## src/rtl/cca_pkg.sv

```systemverilog
`timescale 1ns / 1ps
// ----------------------------------------------------------------------------
// cca_pkg
// Types and fixed constants shared by the calendar clock advance block.
// ----------------------------------------------------------------------------
package cca_pkg;

    // field widths
    localparam int MINUTE_W = 6;
    localparam int HOUR_W   = 8;
    localparam int DAY_W    = 8;
    localparam int LMONTH_W = 4;
    localparam int MONTH_W  = 8;
    localparam int YEAR_W   = 16;
    localparam int DELTA_W  = 8;
    localparam int SPM_W    = 16;
    localparam int ACC_W    = 24;
    localparam int TOTAL_W  = 40;
    localparam int FRAC_W   = 17;
    // minutes into the day, hour * minutes per hour + minute, worst case 255 * 63 + 63
    localparam int N_W      = 14;

    // reset and limit values
    localparam logic [YEAR_W-1:0]  START_YEAR = 16'd2022;
    localparam logic [HOUR_W-1:0]  HOUR_UNSET = 8'd255;
    localparam logic [ACC_W-1:0]   ACC_MAX    = 24'hFF_FFFF;
    localparam logic [TOTAL_W-1:0] TOTAL_MAX  = 40'hFF_FFFF_FFFF;
    localparam logic [FRAC_W-1:0]  ONE_Q16    = 17'h1_0000;
    localparam logic [SPM_W-1:0]   SPM_RESET  = 16'd1;

    // month indexes with special handling
    localparam logic [MONTH_W-1:0] MONTH_FEB  = 8'd1;
    localparam logic [MONTH_W-1:0] MONTH_DEC  = 8'd11;

    typedef enum logic [0:0] {
        OP_TICK = 1'b0,
        OP_LOAD = 1'b1
    } opcode_t;

    // accepted input item
    typedef struct packed {
        opcode_t               opcode;
        logic [DELTA_W-1:0]    delta_seconds;
        logic [MINUTE_W-1:0]   load_minute;
        logic [HOUR_W-1:0]     load_hour;
        logic [DAY_W-1:0]      load_day;
        logic [LMONTH_W-1:0]   load_month;
        logic [YEAR_W-1:0]     load_year;
    } in_item_t;

    // item after the calendar update, before time of day is worked out
    typedef struct packed {
        logic [MINUTE_W-1:0]   minute;
        logic [HOUR_W-1:0]     hour;
        logic [DAY_W-1:0]      day;
        logic [MONTH_W-1:0]    month;
        logic [YEAR_W-1:0]     year;
        logic [TOTAL_W-1:0]    total_seconds;
        logic                  minute_advanced;
        logic                  recompute;
        logic [N_W-1:0]        day_minutes;
    } cal_item_t;

    // finished result item
    typedef struct packed {
        logic [MINUTE_W-1:0]   minute;
        logic [HOUR_W-1:0]     hour;
        logic [DAY_W-1:0]      day;
        logic [MONTH_W-1:0]    month;
        logic [YEAR_W-1:0]     year;
        logic [FRAC_W-1:0]     time_of_day;
        logic [TOTAL_W-1:0]    total_seconds;
        logic                  minute_advanced;
    } res_item_t;

endpackage

```

## src/rtl/calendar_clock_advance.sv

```systemverilog
`timescale 1ns / 1ps
// ----------------------------------------------------------------------------
// calendar_clock_advance
// Calendar clock: tick items accumulate seconds and advance one minute at a
// time through hour, day, month and year; load items set the time.
//
//   channel  | ports                          | direction
//   ---------+--------------------------------+----------
//   input    | s_valid s_ready s_*            | in
//   result   | m_valid m_ready m_*            | out
//   config   | cfg_wr_en cfg_wr_data          | in
//
// One item per cycle while results are taken; each item passes the input
// register, calendar update, reciprocal multiply and correction into the
// result register, in that order.
// The calendar state updates in the second stage, so each item sees all
// earlier ones. A stalled result holds only the stages behind it that are
// full; empty stages keep taking items. Sync reset sets calendar and valids.
// ----------------------------------------------------------------------------
module calendar_clock_advance import cca_pkg::*; #(
    parameter int MINUTES_PER_HOUR  = 60,
    parameter int HOURS_PER_DAY     = 24,
    parameter int LONG_MONTH_DAYS   = 31,
    parameter int MEDIUM_MONTH_DAYS = 30,
    parameter int SHORT_MONTH_DAYS  = 28
) (
    input  logic                aclk,
    input  logic                aresetn,
    // configuration
    input  logic                cfg_wr_en,
    input  logic [SPM_W-1:0]    cfg_wr_data,
    // input items
    input  logic                s_valid,
    output logic                s_ready,
    input  logic                s_opcode,
    input  logic [DELTA_W-1:0]  s_delta_seconds,
    input  logic [MINUTE_W-1:0] s_load_minute,
    input  logic [HOUR_W-1:0]   s_load_hour,
    input  logic [DAY_W-1:0]    s_load_day,
    input  logic [LMONTH_W-1:0] s_load_month,
    input  logic [YEAR_W-1:0]   s_load_year,
    // result items
    output logic                m_valid,
    input  logic                m_ready,
    output logic [MINUTE_W-1:0] m_minute,
    output logic [HOUR_W-1:0]   m_hour,
    output logic [DAY_W-1:0]    m_day,
    output logic [MONTH_W-1:0]  m_month,
    output logic [YEAR_W-1:0]   m_year,
    output logic [FRAC_W-1:0]   m_time_of_day,
    output logic [TOTAL_W-1:0]  m_total_seconds,
    output logic                m_minute_advanced
);

    logic [SPM_W-1:0] spm_reg;
    logic             in_valid_reg;
    in_item_t         in_item_reg;
    logic             cal_ready;
    logic             cal_valid;
    cal_item_t        cal_item;
    logic             frac_ready;
    res_item_t        res_item;

    // seconds per minute register
    always_ff @(posedge aclk) begin
        if (!aresetn) begin
            spm_reg <= SPM_RESET;
        end else if (cfg_wr_en) begin
            spm_reg <= cfg_wr_data;
        end
    end

    // input register
    assign s_ready = !in_valid_reg || cal_ready;

    always_ff @(posedge aclk) begin
        if (!aresetn) begin
            in_valid_reg <= 1'b0;
        end else if (s_ready) begin
            in_valid_reg <= s_valid;
        end
    end

    always_ff @(posedge aclk) begin
        if (s_valid && s_ready) begin
            in_item_reg.opcode        <= opcode_t'(s_opcode);
            in_item_reg.delta_seconds <= s_delta_seconds;
            in_item_reg.load_minute   <= s_load_minute;
            in_item_reg.load_hour     <= s_load_hour;
            in_item_reg.load_day      <= s_load_day;
            in_item_reg.load_month    <= s_load_month;
            in_item_reg.load_year     <= s_load_year;
        end
    end

    // calendar update
    cca_calendar #(
        .MINUTES_PER_HOUR  (MINUTES_PER_HOUR),
        .HOURS_PER_DAY     (HOURS_PER_DAY),
        .LONG_MONTH_DAYS   (LONG_MONTH_DAYS),
        .MEDIUM_MONTH_DAYS (MEDIUM_MONTH_DAYS),
        .SHORT_MONTH_DAYS  (SHORT_MONTH_DAYS)
    ) u_calendar (
        .aclk               (aclk),
        .aresetn            (aresetn),
        .seconds_per_minute (spm_reg),
        .in_valid           (in_valid_reg),
        .in_ready           (cal_ready),
        .in_item            (in_item_reg),
        .out_valid          (cal_valid),
        .out_ready          (frac_ready),
        .out_item           (cal_item)
    );

    // time of day and result register
    cca_day_frac #(
        .MINUTES_PER_HOUR (MINUTES_PER_HOUR),
        .HOURS_PER_DAY    (HOURS_PER_DAY)
    ) u_day_frac (
        .aclk      (aclk),
        .aresetn   (aresetn),
        .in_valid  (cal_valid),
        .in_ready  (frac_ready),
        .in_item   (cal_item),
        .out_valid (m_valid),
        .out_ready (m_ready),
        .out_item  (res_item)
    );

    assign m_minute          = res_item.minute;
    assign m_hour            = res_item.hour;
    assign m_day             = res_item.day;
    assign m_month           = res_item.month;
    assign m_year            = res_item.year;
    assign m_time_of_day     = res_item.time_of_day;
    assign m_total_seconds   = res_item.total_seconds;
    assign m_minute_advanced = res_item.minute_advanced;

endmodule

```

## src/rtl/cca_calendar.sv

```systemverilog
`timescale 1ns / 1ps
// ----------------------------------------------------------------------------
// cca_calendar
// Calendar state and its one-item update: seconds accumulation, hour
// normalisation, minute/hour/day/month/year carry, saturating total.
// ----------------------------------------------------------------------------
module cca_calendar import cca_pkg::*; #(
    parameter int MINUTES_PER_HOUR  = 60,
    parameter int HOURS_PER_DAY     = 24,
    parameter int LONG_MONTH_DAYS   = 31,
    parameter int MEDIUM_MONTH_DAYS = 30,
    parameter int SHORT_MONTH_DAYS  = 28
) (
    input  logic             aclk,
    input  logic             aresetn,
    input  logic [SPM_W-1:0] seconds_per_minute,
    input  logic             in_valid,
    output logic             in_ready,
    input  in_item_t         in_item,
    output logic             out_valid,
    input  logic             out_ready,
    output cal_item_t        out_item
);

    logic [MINUTE_W-1:0] minute_reg, minute_next;
    logic [HOUR_W-1:0]   hour_reg, hour_next;
    logic [DAY_W-1:0]    day_reg, day_next;
    logic [MONTH_W-1:0]  month_reg, month_next;
    logic [YEAR_W-1:0]   year_reg, year_next;
    logic [ACC_W-1:0]    accum_reg, accum_next;
    logic [TOTAL_W-1:0]  total_reg, total_next;

    logic                out_valid_reg;
    cal_item_t           out_item_reg;

    logic                take;
    logic [ACC_W:0]      acc_sum;
    logic [ACC_W-1:0]    acc_sat;
    logic [HOUR_W-1:0]   hour_norm;
    logic [MINUTE_W:0]   mn_inc;
    logic [HOUR_W:0]     hr_inc;
    logic [DAY_W-1:0]    day_inc;
    logic [DAY_W-1:0]    day_limit;
    logic                month_known;
    logic [TOTAL_W:0]    total_sum;
    logic                advanced;
    logic                recompute;
    logic [N_W-1:0]      day_minutes;

    // stage handshake
    assign take     = in_valid && in_ready;
    assign in_ready = !out_valid_reg || out_ready;

    // month length for the current month
    always_comb begin
        day_limit   = 8'(LONG_MONTH_DAYS);
        month_known = 1'b1;
        case (month_reg) inside
            8'd0, 8'd2, 8'd4, 8'd6, 8'd7, 8'd9, MONTH_DEC: begin
                day_limit = 8'(LONG_MONTH_DAYS);
            end
            8'd3, 8'd5, 8'd8, 8'd10: begin
                day_limit = 8'(MEDIUM_MONTH_DAYS);
            end
            MONTH_FEB: begin
                day_limit = (year_reg[1:0] == 2'b00) ? 8'(SHORT_MONTH_DAYS + 1)
                                                     : 8'(SHORT_MONTH_DAYS);
            end
            default: begin
                month_known = 1'b0;
            end
        endcase
    end

    // next calendar state for the item at the input
    always_comb begin
        minute_next = minute_reg;
        hour_next   = hour_reg;
        day_next    = day_reg;
        month_next  = month_reg;
        year_next   = year_reg;
        accum_next  = accum_reg;
        total_next  = total_reg;
        advanced    = 1'b0;
        recompute   = 1'b0;

        acc_sum   = {1'b0, accum_reg} + (ACC_W+1)'(in_item.delta_seconds);
        acc_sat   = acc_sum[ACC_W] ? ACC_MAX : acc_sum[ACC_W-1:0];
        total_sum = {1'b0, total_reg} + (TOTAL_W+1)'(acc_sat);

        if (hour_reg == HOUR_UNSET) begin
            hour_norm = 8'(HOURS_PER_DAY - 1);
        end else if (hour_reg >= 8'(HOURS_PER_DAY)) begin
            hour_norm = '0;
        end else begin
            hour_norm = hour_reg;
        end

        mn_inc  = {1'b0, minute_reg} + 7'd1;
        hr_inc  = {1'b0, hour_norm} + 9'd1;
        day_inc = day_reg + 8'd1;

        if (in_item.opcode == OP_LOAD) begin
            minute_next = in_item.load_minute;
            hour_next   = in_item.load_hour;
            day_next    = in_item.load_day;
            month_next  = MONTH_W'(in_item.load_month);
            year_next   = in_item.load_year;
            accum_next  = '0;
            recompute   = 1'b1;
        end else begin
            hour_next  = hour_norm;
            accum_next = acc_sat;
            if (acc_sat >= ACC_W'(seconds_per_minute)) begin
                advanced   = 1'b1;
                recompute  = 1'b1;
                accum_next = '0;
                total_next = total_sum[TOTAL_W] ? TOTAL_MAX : total_sum[TOTAL_W-1:0];
                // minute carry chain
                if (mn_inc >= 7'(MINUTES_PER_HOUR)) begin
                    minute_next = '0;
                    if (hr_inc >= 9'(HOURS_PER_DAY)) begin
                        hour_next = '0;
                        day_next  = day_inc;
                        if (month_known && (day_inc >= day_limit)) begin
                            day_next = '0;
                            if (month_reg >= MONTH_DEC) begin
                                month_next = '0;
                                year_next  = year_reg + 16'd1;
                            end else begin
                                month_next = month_reg + 8'd1;
                            end
                        end
                    end else begin
                        hour_next = hr_inc[HOUR_W-1:0];
                    end
                end else begin
                    minute_next = mn_inc[MINUTE_W-1:0];
                end
            end
        end

        day_minutes = N_W'(hour_next) * N_W'(MINUTES_PER_HOUR) + N_W'(minute_next);
    end

    // calendar state
    always_ff @(posedge aclk) begin
        if (!aresetn) begin
            minute_reg <= '0;
            hour_reg   <= '0;
            day_reg    <= '0;
            month_reg  <= '0;
            year_reg   <= START_YEAR;
            accum_reg  <= '0;
            total_reg  <= '0;
        end else if (take) begin
            minute_reg <= minute_next;
            hour_reg   <= hour_next;
            day_reg    <= day_next;
            month_reg  <= month_next;
            year_reg   <= year_next;
            accum_reg  <= accum_next;
            total_reg  <= total_next;
        end
    end

    // stage valid
    always_ff @(posedge aclk) begin
        if (!aresetn) begin
            out_valid_reg <= 1'b0;
        end else if (in_ready) begin
            out_valid_reg <= in_valid;
        end
    end

    // stage payload
    always_ff @(posedge aclk) begin
        if (take) begin
            out_item_reg.minute          <= minute_next;
            out_item_reg.hour            <= hour_next;
            out_item_reg.day             <= day_next;
            out_item_reg.month           <= month_next;
            out_item_reg.year            <= year_next;
            out_item_reg.total_seconds   <= total_next;
            out_item_reg.minute_advanced <= advanced;
            out_item_reg.recompute       <= recompute;
            out_item_reg.day_minutes     <= day_minutes;
        end
    end

    assign out_valid = out_valid_reg;
    assign out_item  = out_item_reg;

`ifndef ASSERT_OFF
    // a load always leaves the accumulator empty
    assert property (@(posedge aclk) disable iff (!aresetn)
        (take && (in_item.opcode == OP_LOAD)) |=> (accum_reg == '0))
        else $error("accumulator not cleared by load");

    // an advance leaves minute and hour inside their ranges
    assert property (@(posedge aclk) disable iff (!aresetn)
        (out_valid_reg && out_item_reg.minute_advanced) |->
        ((out_item_reg.minute < MINUTE_W'(MINUTES_PER_HOUR)) &&
         (out_item_reg.hour < HOUR_W'(HOURS_PER_DAY)) && out_item_reg.recompute))
        else $error("advance left time out of range");

    // the total never goes down
    assert property (@(posedge aclk) disable iff (!aresetn)
        take |=> (total_reg >= $past(total_reg)))
        else $error("total seconds decreased");
`endif

endmodule

```

## src/rtl/cca_day_frac.sv

```systemverilog
`timescale 1ns / 1ps
// ----------------------------------------------------------------------------
// cca_day_frac
// Time of day as UQ1.16: rounded division of minutes into the day by the
// minutes per day, by reciprocal multiply and one correction step.
// ----------------------------------------------------------------------------
module cca_day_frac import cca_pkg::*; #(
    parameter int MINUTES_PER_HOUR = 60,
    parameter int HOURS_PER_DAY    = 24
) (
    input  logic      aclk,
    input  logic      aresetn,
    input  logic      in_valid,
    output logic      in_ready,
    input  cal_item_t in_item,
    output logic      out_valid,
    input  logic      out_ready,
    output res_item_t out_item
);

    localparam int unsigned DEN      = MINUTES_PER_HOUR * HOURS_PER_DAY;
    localparam int unsigned HALF_DEN = DEN / 2;
    localparam int          SHIFT    = N_W + 16;
    localparam int          NUM_W    = N_W + 16;
    localparam int          RECIP_W  = SHIFT - 1;
    localparam int          PROD_W   = NUM_W + RECIP_W;
    localparam longint unsigned RECIP = (64'd1 << SHIFT) / DEN;

    // multiply stage
    logic              c_valid_reg;
    cal_item_t         c_item_reg;
    logic [NUM_W-1:0]  c_num_reg;
    logic [PROD_W-1:0] c_prod_reg;
    logic              c_sat_reg;

    // result stage and held fraction
    logic              out_valid_reg;
    res_item_t         out_item_reg;
    logic [FRAC_W-1:0] frac_hold_reg;

    logic              c_take;
    logic              c_ready;
    logic              d_take;
    logic [NUM_W-1:0]  num_c;
    logic [PROD_W-1:0] prod_c;
    logic [15:0]       q_est;
    logic [NUM_W-1:0]  rem;
    logic [15:0]       q_fix;
    logic [FRAC_W-1:0] frac;
    logic [FRAC_W-1:0] frac_sel;

    // stage handshakes
    assign c_ready  = !out_valid_reg || out_ready;
    assign d_take   = c_valid_reg && c_ready;
    assign in_ready = !c_valid_reg || c_ready;
    assign c_take   = in_valid && in_ready;

    // numerator with half the divisor added for rounding, times the reciprocal
    assign num_c  = {in_item.day_minutes, 16'h0000} + NUM_W'(HALF_DEN);
    assign prod_c = PROD_W'(num_c) * PROD_W'(RECIP_W'(RECIP));

    always_ff @(posedge aclk) begin
        if (!aresetn) begin
            c_valid_reg <= 1'b0;
        end else if (in_ready) begin
            c_valid_reg <= in_valid;
        end
    end

    always_ff @(posedge aclk) begin
        if (c_take) begin
            c_item_reg <= in_item;
            c_num_reg  <= num_c;
            c_prod_reg <= prod_c;
            c_sat_reg  <= (in_item.day_minutes >= N_W'(DEN));
        end
    end

    // quotient estimate is low by at most one; fix it from the remainder
    always_comb begin
        q_est    = c_prod_reg[SHIFT +: 16];
        rem      = c_num_reg - NUM_W'(q_est) * NUM_W'(DEN);
        q_fix    = q_est + 16'(rem >= NUM_W'(DEN));
        frac     = c_sat_reg ? ONE_Q16 : {1'b0, q_fix};
        frac_sel = c_item_reg.recompute ? frac : frac_hold_reg;
    end

    always_ff @(posedge aclk) begin
        if (!aresetn) begin
            out_valid_reg <= 1'b0;
            frac_hold_reg <= '0;
        end else begin
            if (c_ready) begin
                out_valid_reg <= c_valid_reg;
            end
            if (d_take && c_item_reg.recompute) begin
                frac_hold_reg <= frac;
            end
        end
    end

    always_ff @(posedge aclk) begin
        if (d_take) begin
            out_item_reg.minute          <= c_item_reg.minute;
            out_item_reg.hour            <= c_item_reg.hour;
            out_item_reg.day             <= c_item_reg.day;
            out_item_reg.month           <= c_item_reg.month;
            out_item_reg.year            <= c_item_reg.year;
            out_item_reg.time_of_day     <= frac_sel;
            out_item_reg.total_seconds   <= c_item_reg.total_seconds;
            out_item_reg.minute_advanced <= c_item_reg.minute_advanced;
        end
    end

    assign out_valid = out_valid_reg;
    assign out_item  = out_item_reg;

`ifndef ASSERT_OFF
    // time of day never passes one whole day
    assert property (@(posedge aclk) disable iff (!aresetn)
        out_valid_reg |-> (out_item_reg.time_of_day <= ONE_Q16))
        else $error("time of day above one");

    // below the cap the quotient estimate fits sixteen bits
    assert property (@(posedge aclk) disable iff (!aresetn)
        (c_valid_reg && !c_sat_reg) |-> (c_prod_reg[PROD_W-1:SHIFT+16] == '0))
        else $error("quotient estimate overflow");

    // an item that does not recompute shows the held fraction
    assert property (@(posedge aclk) disable iff (!aresetn)
        (d_take && !c_item_reg.recompute) |=>
        (out_item_reg.time_of_day == $past(frac_hold_reg)))
        else $error("held fraction not shown");
`endif

endmodule

```

## config.mk

```make
export PLATFORM = sky130hd
export DESIGN_NAME = calendar_clock_advance
export DESIGN_NICKNAME = d
export VERILOG_FILES = /design/src/rtl/cca_pkg.sv /design/src/rtl/calendar_clock_advance.sv /design/src/rtl/cca_calendar.sv /design/src/rtl/cca_day_frac.sv
export SDC_FILE = /design/constraint.sdc
export NUM_CORES = 1
export LEC_CHECK = 0
export BUFFER_PORTS_ARGS = -buffer_cell sky130_fd_sc_hd__buf_2
export CORE_MARGIN = 10
export CORE_UTILIZATION = 30
export DETAILED_ROUTE_END_ITERATION = 12
export PLACE_DENSITY_LB_ADDON = 0.05
export SLEW_MARGIN = 40
export SYNTH_ARGS = -nofsm -noshare
export SYNTH_HDL_FRONTEND = slang
export SYNTH_SLANG_ARGS = --single-unit
```

## constraint.sdc

```tcl
create_clock -name aclk -period 9.43 [get_ports aclk]
set_input_delay 1.4145 -clock aclk [delete_from_list [all_inputs] [get_ports aclk]]
set_output_delay 1.4145 -clock aclk [all_outputs]
set_load 0.005 [all_outputs]
```

==> metrics.csv, run 1 <==
stage,metric,value,unit
status,status,"complete, no violations",
synthesis,synth_edf_count,372,
floorplan,placement_rows,115,
critical_path,timing.critical_path.mode_cell,sky130_fd_sc_hd__ha_1,
critical_path,r2r_start,u_day_frac.c_prod_reg[32],
clocking,cts_hold_repair.buffers,0,
clocking,cts.htree.levels,3,
grt,global_route_wire_length_before_repair,130000,um
floorplan,fp.dieArea,0.113,mm^2
final_layout,final_design_area_no_fill,0.0347,mm^2
place,placed_area,0.0325,mm^2
grt,antenna_violations_before_repair,3,
floorplan,die_outline_width,336,um
synthesis,dominantRegCellSynth,sky130_fd_sc_hd__edfxtp_1,
detailed_routing,first_iter_violations,1134,
clocking,clockRootBuffer,sky130_fd_sc_hd__clkbuf_16,
floorplan,initial_core_util,30.4,%
sta,hold_violations,0,
synthesis,postSynth.asyncResetShare,0,%
detailed_routing,vias_per_cell,4.88,
sta,setup_viol,0,
sta,final.setup_skew,23.3,ps
final_layout,layout.nets,3351,
clocking,cts.sink_count,519,
clocking,clk_latency,630,ps
flow_run,timing.max_cap.violations,0,
detailed_routing,drt-total-wl,83400,um
grt,pin_count_of_the_biggest_net_entering_global_routing,99,
clocking,clk_pin_slew,60,ps
hold_path,min_from,u_calendar.out_item[76],
grt,grt.overflow.total,0,
clocking,cts_made_buffers,66,
critical_path,delay_of_the_slowest_critical_path_stage,530,ps
hold_path,worstHoldPathType,reg2reg,
grt,vias_in_the_first_global_route,21760,
detailed_routing,routed-via-count,20792,
critical_path,cp.buffers_inverters,3,
floorplan,fp.coreArea,0.0989,mm^2
place,io_buffer_count,177,
synthesis,yosysWarnings,0,
sta,maxSlewViolCount,0,
sta,worst_pin_slew,800,ps
critical_path,crit_start,u_day_frac.c_prod_reg[32],
final_layout,largest_register_ff_count,104,
place,routabilityCongestion,0.808,
floorplan,die_height,336,um
detailed_routing,firstDrtPassIters,7,
final_layout,layout-area-overhead-vs-synth,15.7,%
floorplan,ios,178,
sta,maxClockFrequency,114,MHz
synthesis,netlist_instances,2735,
clocking,cts_tree,done,
final_layout,fraction_of_final_layout_cells_sized_beyond_drive_strength_1,13.3,%
critical_path,required,9810,ps
critical_path,worstPathArrival,9190,ps
sta,max-slew-margin-rel,46.6,%
grt,track_usage,14.7,%
sta,timing.final.crit_share,93.4,%
final_layout,final.fill_count,9794,
critical_path,critical-path-slowest-cell,sky130_fd_sc_hd__edfxtp_1,
critical_path,critical_path_peak_fanout,7,
critical_path,cp_top_family,compound AO/OA/AOI/OAI gates,
final_layout,final_core_util,35.1,%
detailed_routing,route.detailed.drc,0,
sta,fin_setup_tns,0,ps
sta,post-route-min-period,8810,ps
critical_path,timing.critical_path.to_type,flop,
synthesis,synth_sequential_area_ratio,47.0,%
clocking,cts_buffer_depth,3,
synthesis,mappedNetlistNets,3166,
synthesis,post_synth_num_cell_types,95,
detailed_routing,detail_route.wl_per_cell,19.6,um
synthesis,synthesis.area_per_instance,11.0,um^2
critical_path,crit_path_start_kind,flop,
sta,grt_setup_unrepaired,false,
synthesis,yosys_register_bits,519,
synthesis,netlist_area,0.0300,mm^2
critical_path,worst-setup-path-type,reg2reg,
detailed_routing,drtAntennaViolNets,0,
place,detailedPlacementHpwl,61000,um
-- routing by layer --
metal | part of all wire (%) | global-route usage (%)
met1 | 46 | 18.9
met2 | 48 | 24.7
met3 | 3.5 | 2.50
met4 | 2.7 | 5.18
met5 | 0.028 | 0
-- logic make-up after synthesis --
| group | count (synthesis) | share of synthesized area, % |
|---|---|---|
| AOI/OAI and AO/OA | 561 | 12.6 |
| xor gates and xnor gates | 128 | 3.76 |
| adders and majority gates | 361 | 18.1 |
| buffers and inverters | 369 | 4.66 |
| DFF | 519 | 47.0 |
| muxes | 55 | 1.95 |
| and+or+nand+nor | 742 | 11.9 |
-- stage by stage --
step | std cells | setup slack [ps] | hold WS (ps)
global placement | 4136 | 338 | 403
detailed placement | 4137 | 297 | 405
global route | 4260 | 1.83 | 417
CTS | 4258 | 240 | 415
floorplan | 2735 | 1510 | 400
finish | 4261 | 624 | 414
-- cells in the mapped netlist, types with 24 or more instances --
library cell	count	area (um^2)
sky130_fd_sc_hd__mux2_2	24	270
sky130_fd_sc_hd__a21oi_1	171	856
sky130_fd_sc_hd__xor2_1	43	377
sky130_fd_sc_hd__inv_1	275	1030
sky130_fd_sc_hd__ha_1	237	2970
sky130_fd_sc_hd__fa_1	122	2440
sky130_fd_sc_hd__edfxtp_1	372	11200
sky130_fd_sc_hd__nand2_1	236	886
sky130_fd_sc_hd__nor3_1	42	210
sky130_fd_sc_hd__clkbuf_1	73	274
sky130_fd_sc_hd__o21ai_0	103	515
sky130_fd_sc_hd__a21o_1	44	330
sky130_fd_sc_hd__a211oi_1	37	278
sky130_fd_sc_hd__mux2i_1	30	300
sky130_fd_sc_hd__xnor2_1	84	736
sky130_fd_sc_hd__nor2_1	188	706
sky130_fd_sc_hd__and3_1	45	282
sky130_fd_sc_hd__nand3_1	72	360
sky130_fd_sc_hd__dfxtp_1	147	2940
-- worst paths after layout --
check / end / slack (ps) / cells past startpoint
max: u_day_frac.out_item[55] / 620 / 35
min: u_day_frac.c_item_reg[76] / 410 / 0
max reg2reg: u_day_frac.out_item[55] / 620 / 35
min reg2reg: u_day_frac.c_item_reg[76] / 410 / 0
-- final cells by class --
class,count,area [um^2],share of cell area (%)
antenna,1,2.50,0.00720
clock buffer,84,1810,5.22
clock inverter,37,404,1.16
inverter,280,1060,3.06
tap,1287,1610,4.64
sequential,519,14100,40.6
multi-input combinational,1847,14600,42.0
timing repair buffer,206,1140,3.27
-- worst register-to-register path: cells and delay by family, from the launching register on --
kind,cells,cell delay (ps)
AO/OA/AOI/OAI,13,3070
adder cells (fa/ha/maj),8,2610
AND/OR/NAND/NOR,8,1610
flip-flops,1,530
multiplexers,1,300
XOR/XNOR,2,230
buffers and inverters,3,180
-- cells in the final DEF (no fill, tap or decap), types with 41 or more instances in the layout --
cell type / netlist / final
sky130_fd_sc_hd__edfxtp_1: 372 / 372
sky130_fd_sc_hd__inv_1: 275 / 273
sky130_fd_sc_hd__ha_1: 237 / 237
sky130_fd_sc_hd__nand2_1: 236 / 235
sky130_fd_sc_hd__nor2_1: 188 / 187
sky130_fd_sc_hd__buf_2: 5 / 178
sky130_fd_sc_hd__a21oi_1: 171 / 170
sky130_fd_sc_hd__dfxtp_1: 147 / 147
sky130_fd_sc_hd__fa_1: 122 / 122
sky130_fd_sc_hd__o21ai_0: 103 / 103
sky130_fd_sc_hd__xnor2_1: 84 / 84
sky130_fd_sc_hd__nand3_1: 72 / 72
sky130_fd_sc_hd__clkbuf_16: 0 / 69
sky130_fd_sc_hd__a21o_1: 44 / 44
sky130_fd_sc_hd__and3_1: 45 / 44
sky130_fd_sc_hd__xor2_1: 43 / 43
sky130_fd_sc_hd__nor3_1: 42 / 41
-- what timing repair did --
item / in CTS / in global routing
buffers inserted: 0 / 1
gates resized for setup: 0 / 4
endpoints found under the setup margin: 0 / 15
endpoints found under the hold margin: 0 / 0
Power of run 1 is left out: the tool's default activity adds up to more than one toggle a clock period on the data nets, which glitch-free logic cannot reach.
==> inputs of run 2 (changes only) <==
- ABC_CLOCK_PERIOD_IN_PS: unset -> 8090
- clock period: 9.43 -> 8.09 ns (I/O delays scaled with it)
==> metrics.csv, run 2 (synthesis results as in run 1) <==
stage,metric,value,unit
sta,timing.final.crit_share,98.9,%
sta,post-route-min-period,8000,ps
detailed_routing,routed-via-count,20913,
critical_path,worst-setup-path-type,reg2reg,
floorplan,fp.coreArea,0.0989,mm^2
place,routabilityCongestion,0.848,
grt,pin_count_of_the_biggest_net_entering_global_routing,102,
floorplan,die_height,336,um
clocking,clk_latency,660,ps
critical_path,critical-path-slowest-cell,sky130_fd_sc_hd__or4_4,
grt,vias_in_the_first_global_route,21750,
final_layout,largest_register_ff_count,104,
final_layout,layout.nets,3409,
floorplan,initial_core_util,30.4,%
critical_path,critical_path_peak_fanout,3,
sta,maxClockFrequency,125,MHz
final_layout,fraction_of_final_layout_cells_sized_beyond_drive_strength_1,16.8,%
floorplan,placement_rows,115,
critical_path,crit_path_start_kind,flop,
sta,grt_setup_unrepaired,true,
detailed_routing,detail_route.wl_per_cell,19.3,um
final_layout,layout-area-overhead-vs-synth,18.5,%
place,io_buffer_count,177,
hold_path,end_point_of_the_most_critical_hold_path,u_day_frac.out_item[36],
sta,whs,417,ps
flow_run,timing.max_cap.violations,0,
hold_path,worstHoldPathType,reg2reg,
final_layout,layout.cells.most_common,sky130_fd_sc_hd__edfxtp_1,
critical_path,r2r_start,u_day_frac.c_prod_reg[34],
final_layout,final_cell_mix,"sky130_fd_sc_hd__edfxtp_1, sky130_fd_sc_hd__inv_1, sky130_fd_sc_hd__nand2_1",
floorplan,fp.dieArea,0.113,mm^2
sta,setup_viol,0,
critical_path,delay_of_the_slowest_critical_path_stage,530,ps
critical_path,worstPathArrival,8420,ps
critical_path,timing.critical_path.mode_cell,sky130_fd_sc_hd__ha_4,
grt,grt.overflow.total,0,
final_layout,final_core_util,36.0,%
clocking,cts_buffer_depth,3,
critical_path,r2r_end,u_day_frac.out_item[49],
grt,global_route_wire_length_before_repair,128000,um
grt,antenna_violations_before_repair,5,
sta,max-slew-margin-rel,44.3,%
clocking,clockRootBuffer,sky130_fd_sc_hd__clkbuf_16,
critical_path,required,8500,ps
detailed_routing,vias_per_cell,4.84,
clocking,cts.sink_count,519,
clocking,cts.htree.levels,2,
floorplan,die_outline_width,336,um
grt,track_usage,14.5,%
detailed_routing,firstDrtPassIters,5,
critical_path,regToRegSetupSlack,90,ps
critical_path,timing.critical_path.to_type,flop,
hold_path,timing.hold.worst_path_depth,0,
sta,final.setup_skew,28.8,ps
clocking,cts_tree,done,
floorplan,ios,178,
detailed_routing,route.detailed.drc,0,
hold_path,min_from,u_day_frac.c_item_reg[51],
sta,fin_setup_tns,0,ps
critical_path,worst-r2r-cell-count,34,
sta,hold_violations,0,
status,status,"complete, no violations",
place,detailedPlacementHpwl,61000,um
detailed_routing,drtAntennaViolNets,0,
sta,maxSlewViolCount,0,
detailed_routing,first_iter_violations,1148,
detailed_routing,drt-total-wl,83400,um
sta,worst_pin_slew,831,ps
clocking,cts_made_buffers,61,
clocking,clk_pin_slew,60,ps
clocking,cts_hold_repair.buffers,0,
-- run 2: how the worst max path moves through the flow --
stage                              startpoint                 endpoint  slack (ps)  cells after the start
finish              u_day_frac.c_prod_reg[34]  u_day_frac.out_item[49]          90                     34
global route        u_day_frac.c_prod_reg[34]  u_day_frac.out_item[56]        -360                     34
CTS                           in_item_reg[42]  u_calendar.out_item[13]           3                     34
detailed placement  u_day_frac.c_prod_reg[34]  u_day_frac.out_item[56]        -520                     35
global placement    u_day_frac.c_prod_reg[34]  u_day_frac.out_item[56]        -330                     35
floorplan           u_day_frac.c_prod_reg[34]  u_day_frac.out_item[56]         170                     35
-- run 2: worst max-delay path, delay by kind of cell (launching register included) --
| kind | cells | cell delay [ps] |
|---|---|---|
| AOI/OAI and AO/OA | 13 | 2690 |
| xor gates and xnor gates | 2 | 230 |
| adders and majority gates | 8 | 2390 |
| buffers and inverters | 4 | 250 |
| DFF | 1 | 480 |
| muxes | 1 | 290 |
| and+or+nand+nor | 6 | 1420 |
-- run 2: repair_timing --
item                       4_1_cts  5_1_grt
setup buffers                    0       11
pin swaps                       10       49
resized for setup               16       79
setup endpoints to repair       32       34
gates cloned                     0        0
-- run 2: cell type report --
type	count	area (um^2)
repair buffers	269	1640
clock buffers	71	1600
flip-flops and latches	519	14100
inverters	280	1060
fillers	9771	63300
diodes	2	5.00
multi-input cells	1847	15000
clock inverters	45	553
well taps	1287	1610
-- run 2: metal layers --
| metal | part of all wire (%) | vias up | wire (um) | GRT usage (%) |
|---|---|---|---|---|
| li1 | - | 10267 | - | - |
| met1 | 46 | 10149 | 38500 | 19.1 |
| met2 | 48 | 390 | 39700 | 24.4 |
| met3 | 3.7 | 103 | 3110 | 2.41 |
| met4 | 2.5 | 4 | 2110 | 3.98 |
| met5 | 0.032 | - | 27 | 0 |
-- run 2: stage by stage --
step / instances / cell area (um^2) / worst slack (ps)
2_1_floorplan: 2735 / 30000 / 167
3_3_place_gp: 4189 / 32800 / -329
3_5_place_dp: 4191 / 32900 / -523
4_1_cts: 4307 / 35100 / 2.91
5_1_grt: 4318 / 35600 / -362
6_report: 4320 / 35600 / 85.8
Power of run 2 is left out for the same reason.
==> inputs of run 3 (changes only) <==
- CORE_MARGIN: 10 -> 5
- CTS_CLUSTER_DIAMETER: unset -> 40
- GPL_TIMING_DRIVEN: unset -> 0
==> metrics.csv, run 3 (synthesis results as in run 1) <==
stage,metric,value,unit
detailed_routing,met3_wirelength,3340,um
critical_path,worstPathArrival,8460,ps
floorplan,die_height,326,um
grt,vias_in_the_first_global_route,22628,
critical_path,worst-setup-path-type,reg2reg,
sta,maxClockFrequency,124,MHz
floorplan,initial_core_util,30.1,%
final_layout,layout.nets,3502,
detailed_routing,firstDrtPassIters,7,
critical_path,r2r_end,u_day_frac.out_item[56],
detailed_routing,first_iter_violations,1306,
sta,post-route-min-period,8050,ps
clocking,cts_made_buffers,94,
detailed_routing,met2RoutedLength,44000,um
clocking,cts.htree.levels,3,
sta,maxSlewViolCount,0,
final_layout,layout.cells.most_common,sky130_fd_sc_hd__edfxtp_1,
flow_run,timing.max_cap.violations,0,
final_layout,layout-area-overhead-vs-synth,24.3,%
critical_path,critical_path_peak_fanout,6,
critical_path,critical_path.endpoint,u_day_frac.out_item[56],
detailed_routing,route.detailed.drc,0,
final_layout,final-instance-count-excl-fill,4449,
final_layout,fraction_of_final_layout_cells_sized_beyond_drive_strength_1,19.1,%
place,detailedPlacementHpwl,68200,um
floorplan,die_outline_width,326,um
grt,pin_count_of_the_biggest_net_entering_global_routing,39,
detailed_routing,drt-total-wl,89000,um
sta,worst_pin_slew,876,ps
final_layout,final_cell_mix,"sky130_fd_sc_hd__edfxtp_1, sky130_fd_sc_hd__inv_1, sky130_fd_sc_hd__nand2_1",
grt,global_route_wire_length_before_repair,136000,um
grt,grt.overflow.total,0,
floorplan,fp.dieArea,0.106,mm^2
floorplan,ios,178,
detailed_routing,routedLengthMet1,39500,um
critical_path,worst-r2r-cell-count,34,
detailed_routing,routed-via-count,21771,
critical_path,crit_start,u_day_frac.c_prod_reg[33],
detailed_routing,highest_layer,met5,
sta,max-slew-margin-rel,41.6,%
clocking,cts.sink_count,519,
sta,final.setup_skew,30.5,ps
final_layout,final.fill_count,9904,
hold_path,worstHoldPathType,reg2reg,
clocking,cts_buffer_depth,3,
clocking,clk_latency,660,ps
place,io_buffer_count,176,
sta,grt_setup_unrepaired,true,
detailed_routing,detail_route.wl_per_cell,20.0,um
critical_path,critical-path-slowest-cell,sky130_fd_sc_hd__edfxtp_1,
sta,timing.final.crit_share,99.6,%
sta,hold_violations,0,
place,dpl.cell_count,4228,
grt,track_usage,16.5,%
critical_path,crit_path_start_kind,flop,
critical_path,r2r_start,u_day_frac.c_prod_reg[33],
sta,setup_viol,0,
sta,fin_setup_tns,0,ps
final_layout,largest_register_ff_count,104,
critical_path,regToRegSetupSlack,40,ps
detailed_routing,drtAntennaViolNets,0,
floorplan,fp.coreArea,0.0997,mm^2
status,status,"complete, no violations",
floorplan,placement_rows,116,
clocking,cts_tree,done,
critical_path,delay_of_the_slowest_critical_path_stage,520,ps
critical_path,required,8490,ps
clocking,cts_hold_repair.buffers,0,
detailed_routing,vias_per_cell,4.89,
clocking,clk_pin_slew,60,ps
final_layout,insertedDiodeCount,0,
grt,antenna_violations_before_repair,3,
critical_path,timing.critical_path.to_type,flop,
clocking,clockRootBuffer,sky130_fd_sc_hd__clkbuf_16,
place,routabilityCongestion,0.846,
run 3: worst min path at each step:
stage | from | end | cells past startpoint | slack (ps)
2_1_floorplan | u_calendar.out_item[100] | u_day_frac.c_item_reg[100] | 0 | 400
3_3_place_gp | u_day_frac.c_item_reg[55] | u_day_frac.out_item[40] | 0 | 400
3_5_place_dp | u_calendar.out_item[75] | u_day_frac.c_item_reg[75] | 0 | 400
4_1_cts | u_day_frac.c_item_reg[85] | u_day_frac.out_item[87] | 0 | 410
5_1_grt | u_day_frac.c_item_reg[89] | u_day_frac.out_item[91] | 0 | 420
6_report | u_calendar.out_item[86] | u_day_frac.c_item_reg[86] | 0 | 410
run 3: layer usage:
metal	vias up	GRT usage (%)
li1	10501	-
met1	10718	21.3
met3	117	2.52
met4	2	5.16
met2	433	28.5
met5	-	0
run 3: per-stage QoR:
stage                     hold WS (ps)  cell area, um^2  utilization (%)  setup slack [ps]
after floorplan                    400            30000                -               167
after CTS                          411            36900             37.0             -12.2
after global placement             405            32500             32.6             -3170
after detailed placement           405            33000             33.1             -1810
after global routing               419            37300             37.4              -291
final                              409            37300             37.4              35.9
run 3: worst max-delay path, delay by kind of cell (launching register included):
family          cells  cell delay (ps)
compound gates     13             2580
xor+xnor            2              310
fa+ha+maj           6             2270
buf+inv             3              140
flops               1              520
mux                 1              280
simple gates        9             1700
run 3: final cells by class:
class / count / area, um^2 / share of cell area (%)
sequential: 519 / 14100 / 37.8
clock buffer: 100 / 2380 / 6.39
timing repair buffer: 244 / 1640 / 4.40
tap: 1298 / 1620 / 4.35
multi-input combinational: 1847 / 15200 / 40.8
buffer: 85 / 359 / 0.963
inverter: 280 / 1050 / 2.82
clock inverter: 76 / 915 / 2.45
run 3: repair_timing:
action,4_1_cts,5_1_grt
endpoints found under the setup margin,41,31
setup buffers,40,9
pin swaps,61,30
gates cloned,0,0
resized for setup,71,73
Power of run 3 is left out for the same reason.
